### config.mk
export PLATFORM = sky130hd
export DESIGN_NAME = chunk_aligned_record_deframer_core
export DESIGN_NICKNAME = d
export VERILOG_FILES = /design/src/sv/cadf_pkg.sv /design/src/sv/cadf_parse.sv /design/src/sv/cadf_out_reg.sv /design/src/sv/chunk_aligned_record_deframer_core.sv
export SDC_FILE = /design/constraint.sdc
export NUM_CORES = 1
export LEC_CHECK = 0
export BUFFER_PORTS_ARGS = -buffer_cell sky130_fd_sc_hd__buf_2
export CORE_MARGIN = 5
export CORE_UTILIZATION = 50
export CTS_CLUSTER_DIAMETER = 80
export DETAILED_ROUTE_END_ITERATION = 8
export PLACE_DENSITY = 0.69
export SLEW_MARGIN = 20
export SYNTH_ARGS = -nofsm -noshare
export SYNTH_HDL_FRONTEND = slang
export SYNTH_HIERARCHICAL = 1
export SYNTH_SLANG_ARGS = --single-unit
### constraint.sdc
create_clock -name clk -period 18 [get_ports clk]
set_clock_uncertainty 0.05 [all_clocks]
set_input_delay 0.9 -clock clk [delete_from_list [all_inputs] [get_ports clk]]
set_output_delay 0.9 -clock clk [all_outputs]
set_load 0.05 [all_outputs]
### src/sv/cadf_pkg.sv
// Shared types and constants for the chunk-aligned record deframer.
package cadf_pkg;

  // Reset value of the chunk size register.
  localparam logic [31:0] CHUNK_SIZE_RESET = 32'd16777216;

  // Bytes in a record length field; smaller chunk sizes turn chunking off.
  localparam logic [31:0] LENGTH_BYTES = 32'd4;

  // Bytes at the end of a chunk in which no length may start.
  localparam logic [32:0] TAIL_BYTES = 33'd3;

  // Register index codes, taken from paddr[2].
  localparam logic REG_CHUNK_SIZE = 1'b0;

  // Byte lanes of the length accumulator.
  localparam logic [1:0] LANE_0 = 2'd0;
  localparam logic [1:0] LANE_1 = 2'd1;
  localparam logic [1:0] LANE_2 = 2'd2;
  localparam logic [1:0] LANE_3 = 2'd3;

  // One result item as it travels from the parser to the output register.
  typedef struct packed {
    logic [7:0]  data_byte;
    logic [31:0] record_length;
    logic        last_of_record;
  } result_t;

endpackage

### src/sv/cadf_parse.sv
// Parse state and next-state logic of the record deframer.
module cadf_parse (
  input  logic            clk,
  input  logic            rst,
  input  logic            accept,
  input  logic [7:0]      in_byte,
  input  logic            resync,
  input  logic [31:0]     chunk_size,
  output logic            res_valid,
  output cadf_pkg::result_t res
);
  import cadf_pkg::*;

  // Parse state registers.
  logic [31:0] chunk_position;
  logic        reading_length;
  logic [1:0]  length_byte_count;
  logic [31:0] length_accumulator;
  logic [31:0] payload_remaining;
  logic [31:0] current_length;

  logic [31:0] chunk_position_next;
  logic        reading_length_next;
  logic [1:0]  length_byte_count_next;
  logic [31:0] length_accumulator_next;
  logic [31:0] payload_remaining_next;
  logic [31:0] current_length_next;

  // State as seen by this item, after an optional resync.
  logic [31:0] start_pos;
  logic        start_reading;
  logic [1:0]  start_cnt;
  logic [31:0] start_acc;
  logic [31:0] start_rem;
  logic [31:0] start_cur;

  logic        chunking_on;
  logic        in_tail;
  logic [32:0] pos_inc;

  // A resync clears the parse state and the chunk position before the byte is used.
  always_comb begin
    if (resync) begin
      start_pos     = '0;
      start_reading = 1'b1;
      start_cnt     = '0;
      start_acc     = '0;
      start_rem     = '0;
      start_cur     = '0;
    end else begin
      start_pos     = chunk_position;
      start_reading = reading_length;
      start_cnt     = length_byte_count;
      start_acc     = length_accumulator;
      start_rem     = payload_remaining;
      start_cur     = current_length;
    end
  end

  // Chunk tail test and position advance.
  assign chunking_on = (chunk_size >= LENGTH_BYTES);
  assign in_tail     = chunking_on &&
                       (({1'b0, start_pos} + TAIL_BYTES) >= {1'b0, chunk_size});
  assign pos_inc     = {1'b0, start_pos} + 33'd1;

  always_comb begin
    if (!chunking_on) begin
      chunk_position_next = '0;
    end else if (pos_inc >= {1'b0, chunk_size}) begin
      chunk_position_next = '0;
    end else begin
      chunk_position_next = pos_inc[31:0];
    end
  end

  // Length collection and payload pass-through.
  always_comb begin
    reading_length_next     = start_reading;
    length_byte_count_next  = start_cnt;
    length_accumulator_next = start_acc;
    payload_remaining_next  = start_rem;
    current_length_next     = start_cur;
    res_valid               = 1'b0;
    res.data_byte           = in_byte;
    res.record_length       = start_cur;
    res.last_of_record      = (start_rem <= 32'd1);

    if (start_reading) begin
      // Only the first byte of a length is checked against the chunk tail.
      if (!((start_cnt == LANE_0) && in_tail)) begin
        case (start_cnt)
          LANE_0:  length_accumulator_next[7:0]   = in_byte;
          LANE_1:  length_accumulator_next[15:8]  = in_byte;
          LANE_2:  length_accumulator_next[23:16] = in_byte;
          LANE_3:  length_accumulator_next[31:24] = in_byte;
          default: length_accumulator_next        = start_acc;
        endcase
        length_byte_count_next = start_cnt + 2'd1;
        if (start_cnt == LANE_3) begin
          // A zero length is padding and leaves the block waiting for a length.
          if (length_accumulator_next != 32'd0) begin
            reading_length_next    = 1'b0;
            current_length_next    = length_accumulator_next;
            payload_remaining_next = length_accumulator_next;
          end
          length_accumulator_next = '0;
        end
      end
    end else begin
      res_valid = 1'b1;
      if (start_rem <= 32'd1) begin
        reading_length_next     = 1'b1;
        length_byte_count_next  = '0;
        length_accumulator_next = '0;
        payload_remaining_next  = '0;
        current_length_next     = '0;
      end else begin
        payload_remaining_next = start_rem - 32'd1;
      end
    end
  end

  // State update on every accepted item.
  always_ff @(posedge clk) begin
    if (rst) begin
      chunk_position     <= '0;
      reading_length     <= 1'b1;
      length_byte_count  <= '0;
      length_accumulator <= '0;
      payload_remaining  <= '0;
      current_length     <= '0;
    end else if (accept) begin
      chunk_position     <= chunk_position_next;
      reading_length     <= reading_length_next;
      length_byte_count  <= length_byte_count_next;
      length_accumulator <= length_accumulator_next;
      payload_remaining  <= payload_remaining_next;
      current_length     <= current_length_next;
    end
  end

endmodule

### src/sv/cadf_out_reg.sv
// Result register that holds one item until the receiver takes it.
module cadf_out_reg (
  input  logic              clk,
  input  logic              rst,
  input  logic              load,
  input  cadf_pkg::result_t res,
  input  logic              out_ready,
  output logic              out_valid,
  output logic              can_load,
  output cadf_pkg::result_t held
);
  import cadf_pkg::*;

  // The register frees up in the same cycle the receiver takes its item.
  assign can_load = !out_valid || out_ready;

  // Valid flag.
  always_ff @(posedge clk) begin
    if (rst) begin
      out_valid <= 1'b0;
    end else if (load) begin
      out_valid <= 1'b1;
    end else if (out_ready) begin
      out_valid <= 1'b0;
    end
  end

  // Payload, no reset needed.
  always_ff @(posedge clk) begin
    if (load) begin
      held <= res;
    end
  end

endmodule

### src/sv/chunk_aligned_record_deframer_core.sv
// Top level of the chunk-aligned record deframer.
//
// Usage: the input channel (in_valid/in_ready) carries one raw log byte per
// item in in_byte, with resync set on a byte that starts a chunk. Each record
// is a 4-byte little-endian length and then its payload; zero lengths are
// padding, and a length may not start in the last 3 bytes of a chunk.
// The output channel (out_valid/out_ready) carries one payload byte per item
// with its record_length and last_of_record on the final byte.
// A payload byte appears on the output in the cycle after it is accepted.
// Throughput: one item per cycle while the receiver does not stall, set by
// the single result register; length and skipped bytes give no output item.
// When the receiver stalls, the held item stays put and in_ready drops until
// out_ready returns; in_ready is high whenever the result register is empty
// or being emptied in the same cycle.
// Reset (rst, synchronous) clears the parse state and chunk position, empties
// the result register and sets chunk_size to 16777216. chunk_size is written
// at byte address 0 of the APB port; the user must write it only while the block
// is idle, which the block does not enforce; below 4 it turns chunk boundary skipping off.
module chunk_aligned_record_deframer_core (
  input  logic        clk,
  input  logic        rst,
  // Input channel
  input  logic        in_valid,
  output logic        in_ready,
  input  logic [7:0]  in_byte,
  input  logic        resync,
  // Output channel
  output logic        out_valid,
  input  logic        out_ready,
  output logic [7:0]  data_byte,
  output logic [31:0] record_length,
  output logic        last_of_record,
  // Configuration port
  input  logic        psel,
  input  logic        penable,
  input  logic        pwrite,
  input  logic [2:0]  paddr,
  input  logic [31:0] pwdata,
  output logic [31:0] prdata,
  output logic        pready
);
  import cadf_pkg::*;

  logic [31:0] chunk_size;
  logic        accept;
  logic        res_valid;
  logic        can_load;
  result_t     res;
  result_t     held;

  // Configuration register.
  assign pready = 1'b1;

  always_ff @(posedge clk) begin
    if (rst) begin
      chunk_size <= CHUNK_SIZE_RESET;
    end else if (psel && penable && pwrite && pready && (paddr[2] == REG_CHUNK_SIZE)) begin
      chunk_size <= pwdata;
    end
  end

  assign prdata = (paddr[2] == REG_CHUNK_SIZE) ? chunk_size : 32'd0;

  // Handshake.
  assign in_ready = can_load;
  assign accept   = in_valid && in_ready;

  cadf_parse u_parse (
    .clk        (clk),
    .rst        (rst),
    .accept     (accept),
    .in_byte    (in_byte),
    .resync     (resync),
    .chunk_size (chunk_size),
    .res_valid  (res_valid),
    .res        (res)
  );

  cadf_out_reg u_out_reg (
    .clk       (clk),
    .rst       (rst),
    .load      (accept && res_valid),
    .res       (res),
    .out_ready (out_ready),
    .out_valid (out_valid),
    .can_load  (can_load),
    .held      (held)
  );

  // Result fields.
  assign data_byte      = held.data_byte;
  assign record_length  = held.record_length;
  assign last_of_record = held.last_of_record;

endmodule

* Word-level counts from Yosys, hierarchy flattened
Cells that the tools add are included.
** Operators by class
- Equality and inequality tests :: 3
- $add $sub $neg :: 4
- Multiplexer cells :: 46
- Bitwise gates (word level) :: 1
- Reductions and logical operators :: 12
- $lt $le $gt $ge :: 4
** Operators with widths (count)
- 32-bit two-way mux :: 21
- 8-bit two-way mux :: 12
- 33-bit by 32-bit greater-or-equal comparator with 1-bit output :: 2
- 32-bit by 1-bit adder with 33-bit output (second input constant) :: 1
- 32-bit by 2-bit adder with 33-bit output (second input constant) :: 1
- 32-bit by 3-bit greater-or-equal comparator with 1-bit output (second input constant) :: 1
- 32-bit by 1-bit <= comparator with 1-bit output (second input constant) :: 1
- 32-bit nonzero test :: 1
- 32-bit by 1-bit subtractor with 32-bit output (second input constant) :: 1
- 1-bit two-way mux :: 9
- 2-bit two-way mux :: 4
- 1-bit logical AND :: 7
- 2-bit equality test (second input constant) :: 2
- 2-bit by 1-bit adder with 2-bit output (second input constant) :: 1
- 2-bit by 1-bit equality test with 1-bit output (second input constant) :: 1
- 2-bit logical NOT :: 1
- 2-bit nonzero test :: 1
- 1-bit logical NOT :: 1
- 1-bit logical OR :: 1
- 1-bit NOT :: 1
** Storage, ports and cells
- Input bits :: 51
- Output and inout bits :: 76
- Flip-flop bits (word level) :: 205

* Depth between registers and ports, before layout
- Depth after elaboration :: 12
- Gate-level depth with buffers :: 28

* Cells and area by module
The synthesis kept the hierarchy.
** By module, submodules not included
- cadf_parse :: cells an instance 1189, instances 1, area an instance 9292.7 um2
- chunk_aligned_record_deframer_core :: cells an instance 179, instances 1, area an instance 1704.1 um2
- cadf_out_reg :: cells an instance 45, instances 1, area an instance 1277.5 um2

* Least setup slack after synthesis
No wires, ideal clock.
- Path type :: input-to-reg
- From :: input port resync
- To :: register u_parse.payload_remaining[30]
- Cell stages on the path :: 28
- Setup slack :: 11676 ps
- Setup time :: 79 ps
- Arrival time :: 6195 ps
- Buffers on the path :: 9
- Data required time :: 17871 ps
- Cell sequence :: buf_4 -> buf_6 -> buf_2 -> buf_2 -> clkbuf_1 -> buf_2 -> buf_1 -> nor2b_1 -> inv_1 -> ha_1 -> nand4bb_1 -> or4_4 -> nor2_1 -> nand3_1 -> or3_1 -> xor2_1 -> nor2_1 -> ha_1 -> nand3_1 -> nor3_1 -> a221o_1 -> a21o_1 -> o31a_2 -> buf_4 -> nor3_4 -> buf_2 -> nand2_1 -> o211ai_1
** On the way
- Cells in the longest elaborated chain, start to end :: 10
** Ends and longest elaborated chain
- from (decl) :: line chunk_aligned_record_deframer_core.sv:26 : input logic resync,
- parallel branches: the longest is 9 deep, another holds 32-bit by 2-bit adder with 33-bit output
- 32-bit two-way mux (*) :: line cadf_parse.sv:88 : if (start_reading) begin
- to (signal assigned) :: line cadf_parse.sv:137 : payload_remaining <= payload_remaining_next;
- to (decl) :: line cadf_parse.sv:19 : logic [31:0] payload_remaining;
Every way passes the cells marked *. The select of a mux whose other input is x is not followed.
A chain may end at the register's enable or synchronous reset.

* Final worst setup path
- From :: input port resync
- To :: register u_parse.length_accumulator[5]
** On the way
- Cells in the longest elaborated chain, start to end :: 8
** Ends and longest elaborated chain
- parallel branches: the longest is 7 deep, another holds 32-bit by 2-bit adder with 33-bit output
- 32-bit two-way mux (*) :: line cadf_parse.sv:88
- to (signal assigned) :: line cadf_parse.sv:136 : length_accumulator <= length_accumulator_next;
- to (decl) :: line cadf_parse.sv:18 : logic [31:0] length_accumulator;
Marked as above.

==> flow_summary.yaml <==
global_route:
  grt_pass1_vias: 10242
  grt_overflow: 0
  grt_max_degree: 80
  grt_pass1_wl_mm: 55.7
  grt_usage: 0.245
  antenna_found_initial: 0
cts:
  clock_insertion_delay_worst_skew_ps: 450
  cts_hold_buffers: 0
  post-cts-setup-buffers: 0
  htree_num_levels: 4
  cts_resized: 0
  path_clk_slew_ps: 90
  cts_tree: "yes"
  cts_buffer_depth: 2
  clkSinkCount: 197
  cts_buffers: 17
  ctsRootBufferMaster: "clkbuf_16"
logic_synthesis:
  syn_nets: 1535
  synth-edff-count: 41
  seq_area_frac_synth: 0.355
  ys_ff_latch: 197
  synth_top_cell_by_area: "dfxtp_1"
  syn_area_um2: 12300
  yosys.area.top_type_share: 0.254
  syn_inst: 1413
  synth_cell_type_count: 90
  syn_area_per_cell_um2: 8.69
  synth_most_common_cell: "dfxtp_1"
  synth_common_cells: "dfxtp_1, nand2_1, nor2_1, nor2b_1, a21oi_1"
  async_flop_share: 0
  synth_flop_cell: "dfxtp_1"
  synth_warnings: 6
  synth_area_leaders: "dfxtp_1, edfxtp_1, ha_1"
worst_setup_path:
  path_cells: "buf_4 -> nor2b_1 -> inv_1 -> ha_1 -> nand4bb_1 -> or4_4 -> nor2_1 -> nand3_1 -> or3_1 -> xor2_1 -> nor2_1 -> ha_1 -> nand3_1 -> nor4_1 -> nand2_1 -> a31oi_1 -> o31ai_2 -> buf_4 -> o31ai_4 -> nand2_1 -> o21ai_1"
  startpoint_type: "input port"
  critPathMaxFanout: 53
  arrival_ps: 6590
  worst_setup_path_end_kind: "flip-flop"
  cp_slowest_stage_delay_ps: 920
  required_ps: 18320
  worstSetupPathType: "input port to flip-flop"
  slowest_stage: "o31ai_4"
power:
  total_power_uw: 984
  p_int_uw: 688
  worst_ir_drop_vdd_v: 0.0000600
  comb_power_share: 0.101
  power.leakage_nw: 5.34
  clkPwrFrac: 0.431
  seq_power_share: 0.468
  netSwitchingFraction: 0.300
  power_density_nw_per_um2: 72.5
  p_switching_uw: 296
worst_hold_path:
  hold_path_class: "flip-flop to flip-flop"
final_layout:
  fin_util: 0.560
  regArea_um2: 4350
  area_growth_pct: 10.7
  final_nets: 1600
  finalNonFillerCells: 1815
  num_antenna_cells: 0
  multi_input_area_um2: 7250
  fill_cells: 2199
  drive_gt1_frac: 0.135
  finish.instance_area_um2: 13600
detailed_routing:
  wl_mm: 35.3
  wl_per_cell_um: 19.4
  antenna_left: 0
  drt_iter0_markers: 994
  vias_per_cell: 6.03
  dr.pass1.iters: 5
  route.detailed.drc: 0
  vias: 10952
sta:
  timing.fmax_mhz: 160
  report.final.slew_viol_count: 0
  fin_crit_ps: 6260
  slew_headroom: 0.270
  finalHoldViolations: 0
  fin_tns_setup_ps: 0
  fin_crit_sh: 0.348
  whs_ps: 398
  fin_ws_ps: 11740
  rsz0062_at_grt: "false"
  max_slew.worst_pin.slew_ps: 1090
  finalSetupViolCount: 0
die:
  io_pins: 127
  start_util: 0.506
  die_w_um: 167
  rows: 57
  coreArea_um2: 24200
  die_y_um: 167
  die_area_um2: 27800
placement:
  dpl.cell_count: 1783
  dpl.hpwl_mm: 24.9
  place_worst_setup_slack_ps: 10970
  place.port_buffers: 123
  gp_congestion: 0.897
  placed_area_um2: 12900
job:
  max-cap-violations: 0
outcome:
  status: "finished clean"
## layout make-up
type                            count  area share
Clock buffer                       17      0.0313
Clock inverter                     15      0.0178
Multi-Input combinational cell   1074       0.534
Timing Repair Buffer              135      0.0521
Inverter                           53      0.0146
Sequential cell                   197       0.321
Tap cell                          324      0.0298
## cell usage in the layout (no fill, tap or decap), drive strengths merged, types with 17 or more instances in the layout
| cell type | n |
|---|---|
| dfxtp | 156 |
| nand2 | 139 |
| buf | 135 |
| nor2 | 92 |
| nor2b | 84 |
| a21oi | 80 |
| o21ai | 79 |
| ha | 71 |
| nand2b | 68 |
| inv | 61 |
| edfxtp | 41 |
| xnor2 | 41 |
| mux2i | 36 |
| nor3 | 30 |
| nor4 | 24 |
| xor2 | 23 |
| nand3 | 22 |
| a32o | 21 |
| and3 | 20 |
| o31ai | 20 |
| nand4 | 19 |
| nor3b | 19 |
| or3 | 18 |
| clkbuf | 17 |
## registers in the layout, indices dropped and copies added (netlist names)
register                    flops
u_out_reg/held                 41
chunk_size                     32
u_parse/chunk_position         32
u_parse/current_length         32
u_parse/payload_remaining      32
u_parse/length_accumulator     24
u_parse/length_byte_count       2
u_out_reg/out_valid             1
u_parse/reading_length          1
## cells by family (layout without fill, tap and decap cells)
kind of cell,after synthesis,count (layout),share of synthesized area
DFF,197,197,0.355
and+or+nand+nor,564,564,0.247
AOI/OAI and AO/OA,338,338,0.194
adders and majority gates,71,71,0.0724
buffers and inverters,142,220,0.0568
other,1,1,0.000306
xor gates and xnor gates,64,64,0.0457
muxes,36,36,0.0294
## critical path: cells and delay by family
family | cells | cell delay [ps]
buffers and inverters | 3 | 560
AND/OR/NAND/NOR | 11 | 2810
AO/OA/AOI/OAI | 4 | 1550
adder cells (fa/ha/maj) | 2 | 580
XOR/XNOR | 1 | 140
## worst paths after layout
check	from	slack (ps)	to	cells after the start
worst max-delay path	resync	11740	u_parse/length_accumulator[5]	21
worst min-delay path	u_parse/current_length[10]	400	u_parse/current_length[10]	1
worst max register to register	u_parse/chunk_position[1]	12040	u_parse/length_accumulator[5]	20
worst min register to register	u_parse/current_length[10]	400	u_parse/current_length[10]	1
## power by group through the flow
stage               Sequential, mW  Clock, mW  Combinational (mW)
floorplan                    0.468          0              0.0711
global placement             0.471          0              0.0951
detailed placement           0.471          0              0.0966
CTS                          0.460      0.430              0.0969
global route                 0.462      0.449               0.107
finish                       0.461      0.425              0.0990
## metal layers
metal / GRT usage / share of wire / routed length, µm
met5: 0 / 0 / 0
met4: 0.0761 / 0.020 / 703
met3: 0.0469 / 0.082 / 2910
met2: 0.368 / 0.44 / 15400
met1: 0.357 / 0.46 / 16300
(Power assumes the default switching activity.)
